$ cat src/rtl/cmdtok_pkg.sv
package cmdtok_pkg;

    // Characters with a meaning of their own
    localparam logic [7:0] CH_BSL = 8'h5C;
    localparam logic [7:0] CH_QUO = 8'h22;
    localparam logic [7:0] CH_SP  = 8'h20;
    localparam logic [7:0] CH_TAB = 8'h09;

    // One result item
    typedef struct packed {
        logic [7:0]  slash_run;
        logic [7:0]  out_char;
        logic        char_valid;
        logic        arg_end;
        logic        line_end;
        logic [15:0] arg_count;
        logic [15:0] total_length;
        logic        overflow;
    } result_t;

endpackage

$ cat src/rtl/cmdtok_if.sv
interface cmdtok_in_if;
    logic       valid;
    logic       ready;
    logic [7:0] in_byte;
    logic       line_last;

    modport source (output valid, output in_byte, output line_last, input ready);
    modport sink (input valid, input in_byte, input line_last, output ready);
endinterface

interface cmdtok_out_if;
    logic        valid;
    logic        ready;
    logic [7:0]  slash_run;
    logic [7:0]  out_char;
    logic        char_valid;
    logic        arg_end;
    logic        line_end;
    logic [15:0] arg_count;
    logic [15:0] total_length;
    logic        overflow;

    modport source (
        output valid, output slash_run, output out_char, output char_valid,
        output arg_end, output line_end, output arg_count, output total_length,
        output overflow, input ready
    );
    modport sink (
        input valid, input slash_run, input out_char, input char_valid,
        input arg_end, input line_end, input arg_count, input total_length,
        input overflow, output ready
    );
endinterface

$ cat src/rtl/command_line_tokenizer.sv
// A result is registered in the output slot, or in the skid slot while the output stalls, before it is offered.
// Input takes one byte per cycle while the skid slot is empty; the parser state updates once per accepted byte.
// A two-slot output buffer (output and skid slots) lets input take one more byte while the output stalls.
// Reset (rst_n low, asynchronous) clears the parser state and empties the buffer.
module command_line_tokenizer #(
    parameter int SLASH_BITS = 8,
    parameter int COUNT_BITS = 16
) (
    input  logic                clk,
    input  logic                rst_n,
    cmdtok_in_if.sink           in_ch,
    cmdtok_out_if.source        out_ch
);
    import cmdtok_pkg::*;

    result_t res;
    result_t buf_data;
    logic    in_ready;
    logic    accept;

    assign in_ch.ready = in_ready;
    assign accept      = in_ch.valid && in_ready;

    cmdtok_core #(
        .SLASH_BITS(SLASH_BITS),
        .COUNT_BITS(COUNT_BITS)
    ) u_core (
        .clk      (clk),
        .rst_n    (rst_n),
        .accept   (accept),
        .in_byte  (in_ch.in_byte),
        .line_last(in_ch.line_last),
        .res      (res)
    );

    cmdtok_outbuf u_outbuf (
        .clk      (clk),
        .rst_n    (rst_n),
        .in_valid (in_ch.valid),
        .in_ready (in_ready),
        .in_data  (res),
        .out_valid(out_ch.valid),
        .out_ready(out_ch.ready),
        .out_data (buf_data)
    );

    // Drive the result fields
    assign out_ch.slash_run    = buf_data.slash_run;
    assign out_ch.out_char     = buf_data.out_char;
    assign out_ch.char_valid   = buf_data.char_valid;
    assign out_ch.arg_end      = buf_data.arg_end;
    assign out_ch.line_end     = buf_data.line_end;
    assign out_ch.arg_count    = buf_data.arg_count;
    assign out_ch.total_length = buf_data.total_length;
    assign out_ch.overflow     = buf_data.overflow;

endmodule

$ cat src/rtl/cmdtok_core.sv
module cmdtok_core #(
    parameter int SLASH_BITS = 8,
    parameter int COUNT_BITS = 16
) (
    input  logic                clk,
    input  logic                rst_n,
    input  logic                accept,
    input  logic [7:0]          in_byte,
    input  logic                line_last,
    output cmdtok_pkg::result_t res
);
    import cmdtok_pkg::*;

    localparam logic [SLASH_BITS-1:0] SLASH_MAX = {SLASH_BITS{1'b1}};
    localparam logic [COUNT_BITS-1:0] COUNT_MAX = {COUNT_BITS{1'b1}};
    localparam int SUM_BITS = ((COUNT_BITS > SLASH_BITS + 1) ? COUNT_BITS : SLASH_BITS + 1) + 1;

    logic                  in_quote_reg, in_quote_next;
    logic                  closed_reg, closed_next;
    logic                  token_reg, token_next;
    logic [SLASH_BITS-1:0] pend_reg, pend_next;
    logic [COUNT_BITS-1:0] args_reg, args_next;
    logic [COUNT_BITS-1:0] bytes_reg, bytes_next;
    logic                  sat_reg, sat_next;

    // Work out the result and the state left behind for one byte
    always_comb
    begin
        logic                  iq;
        logic                  tok;
        logic [SLASH_BITS-1:0] pend;
        logic [COUNT_BITS-1:0] args;
        logic [COUNT_BITS-1:0] bytes;
        logic                  sat;
        logic                  qjc;
        logic                  open_tok;
        logic [SLASH_BITS-1:0] run;
        logic [7:0]            ch;
        logic                  valid;
        logic                  aend;
        logic [SLASH_BITS:0]   n;
        logic [SUM_BITS-1:0]   sum;
        logic                  blank;

        iq       = in_quote_reg;
        tok      = token_reg;
        pend     = pend_reg;
        args     = args_reg;
        bytes    = bytes_reg;
        sat      = sat_reg;
        qjc      = 1'b0;
        open_tok = 1'b0;
        run      = '0;
        ch       = 8'h00;
        valid    = 1'b0;
        aend     = 1'b0;
        blank    = (in_byte == CH_SP) || (in_byte == CH_TAB);

        if (closed_reg && in_byte == CH_QUO)
        begin
            // quote right after a closing quote is literal
            open_tok = 1'b1;
            ch       = CH_QUO;
            valid    = 1'b1;
        end
        else if (in_byte == CH_BSL)
        begin
            // hold the backslash, saturating the run
            open_tok = 1'b1;
            if (pend == SLASH_MAX)
                sat = 1'b1;
            else
                pend = pend + 1'b1;
        end
        else if (in_byte == CH_QUO)
        begin
            // emit half the run; parity picks literal or toggle
            open_tok = 1'b1;
            run      = pend >> 1;
            pend     = '0;
            if (pend_reg[0])
            begin
                ch    = CH_QUO;
                valid = 1'b1;
            end
            else if (iq)
            begin
                iq  = 1'b0;
                qjc = 1'b1;
            end
            else
                iq = 1'b1;
        end
        else if (blank && !iq)
        begin
            // separator closes an open argument
            if (tok)
            begin
                run  = pend;
                pend = '0;
                aend = 1'b1;
                tok  = 1'b0;
            end
        end
        else
        begin
            open_tok = 1'b1;
            run      = pend;
            pend     = '0;
            ch       = in_byte;
            valid    = 1'b1;
        end

        // start a new argument
        if (open_tok && !tok)
        begin
            tok = 1'b1;
            if (args == COUNT_MAX)
                sat = 1'b1;
            else
                args = args + 1'b1;
        end

        // flush held backslashes and close the argument at end of line
        if (line_last)
        begin
            if (pend != '0)
            begin
                run  = pend;
                pend = '0;
            end
            if (tok)
            begin
                aend = 1'b1;
                tok  = 1'b0;
            end
        end

        // add output bytes, saturating
        n   = {1'b0, run} + (SLASH_BITS + 1)'(valid) + (SLASH_BITS + 1)'(aend);
        sum = SUM_BITS'(bytes) + SUM_BITS'(n);
        if (sum > SUM_BITS'(COUNT_MAX))
        begin
            bytes = COUNT_MAX;
            sat   = 1'b1;
        end
        else
            bytes = COUNT_BITS'(sum);

        res.slash_run    = 8'(run);
        res.out_char     = ch;
        res.char_valid   = valid;
        res.arg_end      = aend;
        res.line_end     = line_last;
        res.arg_count    = 16'(args);
        res.total_length = 16'(bytes);
        res.overflow     = sat;

        if (line_last)
        begin
            in_quote_next = 1'b0;
            closed_next   = 1'b0;
            token_next    = 1'b0;
            pend_next     = '0;
            args_next     = '0;
            bytes_next    = '0;
            sat_next      = 1'b0;
        end
        else
        begin
            in_quote_next = iq;
            closed_next   = qjc;
            token_next    = tok;
            pend_next     = pend;
            args_next     = args;
            bytes_next    = bytes;
            sat_next      = sat;
        end
    end

    // Advance the parser state on each transfer
    always_ff @(posedge clk or negedge rst_n)
    begin
        if (!rst_n)
        begin
            in_quote_reg <= 1'b0;
            closed_reg   <= 1'b0;
            token_reg    <= 1'b0;
            pend_reg     <= '0;
            args_reg     <= '0;
            bytes_reg    <= '0;
            sat_reg      <= 1'b0;
        end
        else if (accept)
        begin
            in_quote_reg <= in_quote_next;
            closed_reg   <= closed_next;
            token_reg    <= token_next;
            pend_reg     <= pend_next;
            args_reg     <= args_next;
            bytes_reg    <= bytes_next;
            sat_reg      <= sat_next;
        end
    end

endmodule

$ cat src/rtl/cmdtok_outbuf.sv
module cmdtok_outbuf (
    input  logic                clk,
    input  logic                rst_n,
    input  logic                in_valid,
    output logic                in_ready,
    input  cmdtok_pkg::result_t in_data,
    output logic                out_valid,
    input  logic                out_ready,
    output cmdtok_pkg::result_t out_data
);
    import cmdtok_pkg::*;

    logic    out_valid_reg;
    logic    skid_valid_reg;
    result_t out_data_reg;
    result_t skid_data_reg;
    logic    push;
    logic    pop;

    assign in_ready  = !skid_valid_reg;
    assign out_valid = out_valid_reg;
    assign out_data  = out_data_reg;
    assign push      = in_valid && in_ready;
    assign pop       = out_valid_reg && out_ready;

    // Track occupancy of the output and skid slots
    always_ff @(posedge clk or negedge rst_n)
    begin
        if (!rst_n)
        begin
            out_valid_reg  <= 1'b0;
            skid_valid_reg <= 1'b0;
        end
        else if (skid_valid_reg)
        begin
            if (pop)
                skid_valid_reg <= 1'b0;
        end
        else if (push && !(out_valid_reg && !pop))
            out_valid_reg <= 1'b1;
        else if (push)
            skid_valid_reg <= 1'b1;
        else if (pop)
            out_valid_reg <= 1'b0;
    end

    // Move payload into the output slot or hold it in the skid slot
    always_ff @(posedge clk)
    begin
        if (skid_valid_reg)
        begin
            if (pop)
                out_data_reg <= skid_data_reg;
        end
        else if (push && !(out_valid_reg && !pop))
            out_data_reg <= in_data;
        else if (push)
            skid_data_reg <= in_data;
    end

endmodule

$ cat src/flat_wrapper.sv
// flat-port wrapper written by rule: the top's interface ports become plain ports
module command_line_tokenizer_flat import cmdtok_pkg::*;
#(
    parameter int SLASH_BITS = 8,
    parameter int COUNT_BITS = 16
)
  (clk, rst_n, in_ch_valid, in_ch_in_byte, in_ch_line_last, in_ch_ready, out_ch_valid, out_ch_slash_run, out_ch_out_char, out_ch_char_valid, out_ch_arg_end, out_ch_line_end, out_ch_arg_count, out_ch_total_length, out_ch_overflow, out_ch_ready);
  cmdtok_in_if in_ch_i ();
  cmdtok_out_if out_ch_i ();
  input  logic clk;
  input  logic rst_n;
  input wire logic [$bits(in_ch_i.valid)-1:0] in_ch_valid;
  input wire logic [$bits(in_ch_i.in_byte)-1:0] in_ch_in_byte;
  input wire logic [$bits(in_ch_i.line_last)-1:0] in_ch_line_last;
  output wire logic [$bits(in_ch_i.ready)-1:0] in_ch_ready;
  output wire logic [$bits(out_ch_i.valid)-1:0] out_ch_valid;
  output wire logic [$bits(out_ch_i.slash_run)-1:0] out_ch_slash_run;
  output wire logic [$bits(out_ch_i.out_char)-1:0] out_ch_out_char;
  output wire logic [$bits(out_ch_i.char_valid)-1:0] out_ch_char_valid;
  output wire logic [$bits(out_ch_i.arg_end)-1:0] out_ch_arg_end;
  output wire logic [$bits(out_ch_i.line_end)-1:0] out_ch_line_end;
  output wire logic [$bits(out_ch_i.arg_count)-1:0] out_ch_arg_count;
  output wire logic [$bits(out_ch_i.total_length)-1:0] out_ch_total_length;
  output wire logic [$bits(out_ch_i.overflow)-1:0] out_ch_overflow;
  input wire logic [$bits(out_ch_i.ready)-1:0] out_ch_ready;
  assign in_ch_i.valid = in_ch_valid;
  assign in_ch_i.in_byte = in_ch_in_byte;
  assign in_ch_i.line_last = in_ch_line_last;
  assign in_ch_ready = in_ch_i.ready;
  assign out_ch_valid = out_ch_i.valid;
  assign out_ch_slash_run = out_ch_i.slash_run;
  assign out_ch_out_char = out_ch_i.out_char;
  assign out_ch_char_valid = out_ch_i.char_valid;
  assign out_ch_arg_end = out_ch_i.arg_end;
  assign out_ch_line_end = out_ch_i.line_end;
  assign out_ch_arg_count = out_ch_i.arg_count;
  assign out_ch_total_length = out_ch_i.total_length;
  assign out_ch_overflow = out_ch_i.overflow;
  assign out_ch_i.ready = out_ch_ready;
  command_line_tokenizer #(.SLASH_BITS(SLASH_BITS), .COUNT_BITS(COUNT_BITS)) u_core (.clk(clk), .rst_n(rst_n), .in_ch(in_ch_i), .out_ch(out_ch_i));
endmodule
$ cat config.mk
export PLATFORM = sky130hd
export DESIGN_NAME = command_line_tokenizer_flat
export DESIGN_NICKNAME = d
export VERILOG_FILES = /design/src/rtl/cmdtok_pkg.sv /design/src/rtl/cmdtok_if.sv /design/src/rtl/command_line_tokenizer.sv /design/src/rtl/cmdtok_core.sv /design/src/rtl/cmdtok_outbuf.sv /design/src/flat_wrapper.sv
export SDC_FILE = /design/constraint.sdc
export NUM_CORES = 1
export LEC_CHECK = 0
export ABC_CLOCK_PERIOD_IN_PS = 6950
export BUFFER_PORTS_ARGS = -buffer_cell sky130_fd_sc_hd__buf_2
export CORE_ASPECT_RATIO = 0.7
export CORE_MARGIN = 10
export CORE_UTILIZATION = 64
export CTS_BUF_LIST = sky130_fd_sc_hd__clkbuf_16
export CTS_CLUSTER_DIAMETER = 120
export DETAILED_ROUTE_END_ITERATION = 12
export MAX_ROUTING_LAYER = met4
export PLACE_DENSITY = 0.85
export SYNTH_ARGS = -nofsm -noshare
export SYNTH_HDL_FRONTEND = slang
export SYNTH_SLANG_ARGS = --single-unit
$ cat constraint.sdc
create_clock -name clk -period 6.95 [get_ports clk]
set_clock_uncertainty 0.05 [all_clocks]
set_input_delay 1.39 -clock clk [delete_from_list [all_inputs] [get_ports clk]]
set_output_delay 1.39 -clock clk [all_outputs]
set_load 0.01 [all_outputs]
* After elaboration in Yosys (flattened, before gate mapping) *
Cells that the tools add are included.
Widths: inputs -> output; s select.

word-level totals
  register bits = 150
  word-level logic and storage cells = 139
  input port bits = 13

cells by class
  reductions and logical operators = 21
  mux-type cells = 74
  bitwise operators = 2
  equal/unequal tests = 11
  order comparisons = 1
  $add $sub $neg = 5

operators by type and width
  operator               number
  $mux 52                3
  $mux 8                 18
  $mux 16                5
  $mux 1                 47
  $add 16x9->17          1
  $gt 17x16->1 const B   1
  $add 16x1->16 const B  1
  $eq 16x16->1 const B   1
  $eq 8x6->1 const B     2
  $add 8x1->9            1
  $add 9x1->9            1
  $add 8x1->8 const B    1
  $eq 8x4->1 const B     1
  $eq 8x7->1 const B     1
  $eq 8x8->1 const B     1
  $reduce_bool 8->1      1
  $logic_and 1x1->1      7
  $mux 6                 1
  $ne 2x2->1 const B     3
  $reduce_and 3->1       2
  $reduce_bool 2->1      3
  $logic_not 1->1        5
  $reduce_and 5->1       1
  $ne 2x1->1 const B     2
  other kinds (3)        4

* Depth between registers and ports, before layout *
  word-level depth = 18
  depth in mapped cells = 18
  mapped depth without buffers = 15

* Cells and area by module *
Synthesis repeated with hierarchy kept, for this count alone.

second synthesis, totals
  cell total of the unflattened synthesis = 601
  area, all modules = 7601.0 um^2

by module, submodules not included
  module                  times used  area each (um^2)  cells each  seq. area each (um^2)
  cmdtok_outbuf           1           3967.6            174         3173.0
  cmdtok_core             1           3627.2            426         1101.1
  command_line_tokenizer  1           6.3               1           0.0

* Least setup slack after synthesis *
Ideal clock, no wire load.

  path type = input-to-reg
  start = input port in_ch_in_byte[7]
  end = register u_core.u_outbuf.out_data_reg (netlist bit u_core.u_outbuf.out_data[3]) (data pin)
  buffers on the path = 3
  library setup time = 0.260 ns
  slack = 1.656 ns
  arrival = 4.984 ns
  stages = 18
  required time = 6.640 ns
  path through = buf_2 > nor4b_1 > and4b_1 > buf_2 > and2b_1 > nor3_1 > inv_1 > fa_1 > inv_1 > ha_1 > fa_1 > a211oi_1 > o21ba_2 > a211oi_1 > o21ai_1 > buf_2 > nand2_1 > mux2_2

RTL lines
  what                    RTL line             RTL
  start: declaration      flat_wrapper.sv:13   input wire logic [$bits(in_ch_i.in_byte)-1:0] in_ch_in_byte;
  end signal: assignment  cmdtok_outbuf.sv:53  out_data_reg <= skid_data_reg;
  end signal: assignment  cmdtok_outbuf.sv:56  out_data_reg <= in_data;
  end: declaration        cmdtok_outbuf.sv:15  result_t out_data_reg;

==> impl_metrics.csv <==
group,metric,value,unit
placement,gp_congestion,1.03,
placement,dp_cells,845,
route,drc,0,
timing,finalSetupViolCount,0,
synthesis,syn_area,7600,µm²
timing,post-route-min-period,5770,ps
timing,slew_headroom,0.273,
critical_path,slowest_stage,"fa_1",
placement,place_ws,931,ps
route,drt-vias-per-instance,6.53,
critical_path,cp-end-kind,"flop",
synthesis,netlist_instances,654,
route,finalWirelength,18.4,mm
synthesis,synth.net_count,687,
final_layout,diodes,0,
synthesis,synth-seq-cells,150,
floorplanning,die_h,111,µm
critical_path,path_cells,"buf_2 -> nor3b_1 -> o211ai_1 -> o21ai_0 -> inv_1 -> fa_1 -> inv_1 -> ha_1 -> fa_1 -> a211oi_1 -> o21ba_2 -> a211oi_1 -> o21ai_1 -> buf_4 -> nand4b_1 -> mux2_2",
floorplanning,core_area,11600,µm²
cts,root_buffer,"clkbuf_16",
timing,layout_setup_ws,1180,ps
global_route,antenna_found_initial,0,
floorplanning,io_pins,67,
synthesis,synthArstFlopShare,0.307,
job,maxCapViolations,0,
global_route,grt_first_pass_wirelength,30.3,mm
timing,worstMarginPinSlew,1090,ps
timing,finalMaxSlewViolations,0,
synthesis,ys_seq_area_frac,0.563,
synthesis,ys.flop_type,"edfxtp_1",
global_route,overflow,0,
cts,cts_resized,0,
timing,grt_setup_unrepaired,"no",
critical_path,cp-start-kind,"primary input",
timing,hold_ws,472,ps
synthesis,synth_warnings,0,
final_layout,drive_above_1_share,0.225,
pwr,power.density,361,nW/µm²
hold_path,hold_class,"reg -> reg",
timing,max_freq,173,MHz
route,postRouteAntennaNets,0,
cts,cts_buffers,17,
critical_path,max_stage_delay,540,ps
critical_path,crit_fanout,9,
route,drt_first_pass_iters,5,
cts,clk_latency,420,ps
critical_path,cp_top_family,"compound AO/OA/AOI/OAI gates",
floorplanning,die_x,150,µm
critical_path,crit_buf_inv,4,
cts,path_clk_slew,60,ps
cts,post_cts_buffers,0,
timing,tns,0,ps
global_route,grt_start_max_net_pins,56,
synthesis,synth_edf_count,104,
pwr,p_leak,3.62,nW
synthesis,synth.distinct_cells,69,
run_status,status,"finished clean",
global_route,grt_pass1_vias,5705,
timing,hold_violations,0,
timing,min_period_over_period,0.831,
cts,holdBufCountCts,0,
critical_path,crit_required,7070,ps
critical_path,cp.arrival,5890,ps
synthesis,syn-mean-instance-area,11.6,µm²
critical_path,crit_type,"in -> reg",
cts,cts_tree,"built",
final_layout,stdcell_count,877,
route,drtIter0Drc,703,
final_layout,area_growth,13.5,%
route,num_vias,5727,
cts,cts_max_level,4,
pwr,ir_worst_vdd,0.000307,V
placement,port_buffers,66,
floorplanning,fp-row-count,33,
floorplanning,start_util,0.652,
route,wl_per_cell,21.0,µm
final_layout,num-nets-final,740,
placement,hpwl,12.1,mm
global_route,grt_use_total,0.233,
pwr,fin_total_pwr,3.11,mW
cts,clk_path_buf_depth,2,
floorplanning,dieArea,16700,µm²
cts,cts_sinks,150,
[layout by cell type (no fill, tap or decap), drive strengths merged, types with 3 or more instances in the layout]
master   Yosys  routed
edfxtp     104     104
buf         10      75
nand2       60      60
dfrtp       46      46
nor2        39      39
o21ai       37      37
mux2        37      37
a21oi       34      34
ha          18      18
nand3       18      18
clkbuf      31      17
inv         14      17
nand4       15      15
and3        14      14
a31oi       13      13
mux2i       12      12
xnor2       12      12
a22o        11      11
nor3        11      11
and2         9       9
o21a         7       7
nand2b       7       7
xor2         7       7
nor4         7       7
clkinv       0       7
o31ai        6       6
or2          6       6
nor2b        5       5
a21o         5       5
a311oi       4       4
nand4b       4       4
a211oi       4       4
a22oi        4       4
a2bb2oi      4       4
o211a        4       4
a41oi        3       3
and4         3       3
bufinv       0       3
[cells by family (layout without fill, tap and decap cells)]
family / after synthesis / in the layout / synth area share
AND/OR/NAND/NOR: 205 / 205 / 0.141
AO/OA/AOI/OAI: 156 / 156 / 0.137
flip-flops: 150 / 150 / 0.563
buffers and inverters: 55 / 121 / 0.0301
multiplexers: 49 / 49 / 0.0721
adder cells (fa/ha/maj): 20 / 20 / 0.0349
XOR/XNOR: 19 / 19 / 0.0219
[worst register-to-register path, delay by kind of cell, from the launching register on]
family | cells | cell delay [ps]
adders and majority gates | 2 | 830
DFF | 1 | 460
buffers and inverters | 1 | 280
and+or+nand+nor | 3 | 930
AOI/OAI and AO/OA | 7 | 1880
muxes | 1 | 300
[power breakdown]
part | internal (mW) | switching [mW]
Combinational | 0.314 | 0.506
Clock | 0.560 | 0.362
Sequential | 1.25 | 0.119
Total | 2.12 | 0.987
[cell type report]
type / instances / area, µm²
fill: 793 / 3020
timing repair buffer: 75 / 398
tap: 157 / 196
clock buffer: 17 / 425
clock inverter: 15 / 166
inverter: 14 / 52.6
multi-input combinational: 449 / 3110
sequential: 150 / 4270
[worst paths after layout]
check / from / end / slack, ps / cells past startpoint
max in group asynchronous: rst_n / u_core.u_core.args_reg[3] / 5410 / 2
worst max register to register: u_core.u_core.token_reg / u_core.u_outbuf.out_data[0] / 1960 / 14
worst max-delay path: in_ch_in_byte[0] / u_core.u_outbuf.out_data[0] / 1180 / 16
min in group asynchronous: rst_n / u_core.u_core.args_reg[7] / 1010 / 2
worst min register to register: u_core.u_core.bytes_reg[4] / u_core.u_core.bytes_reg[4] / 470 / 1
worst min-delay path: u_core.u_core.bytes_reg[4] / u_core.u_core.bytes_reg[4] / 470 / 1
[per-stage QoR]
stage,util,area (µm²)
floorplan,-,7600
global placement,0.689,8030
detailed placement,0.689,8030
CTS,0.740,8620
global route,0.740,8620
finish,0.740,8620
[routing by layer]
layer  part of all wire  global-route usage
met5                  0                   -
met4              0.016              0.0659
met3              0.087              0.0465
met2               0.46               0.345
met1               0.44               0.319
[Yosys cell counts (9+ instances only)]
cell type	count	area, µm²
nand3_1	17	85.1
a21oi_1	34	170
nor2_1	39	146
o21ai_0	35	175
a22o_1	11	96.3
nand4_1	12	75.1
clkbuf_1	30	113
mux2i_1	12	120
edfxtp_1	104	3120
nor3_1	10	50.1
a31oi_1	13	81.3
inv_1	13	48.8
mux2_2	34	383
dfrtp_1	46	1150
nand2_1	59	221
and2_1	9	56.3
and3_1	14	87.6
ha_1	18	225
xnor2_1	12	105
No activity file was read; power rests on OpenSTA's default activity.
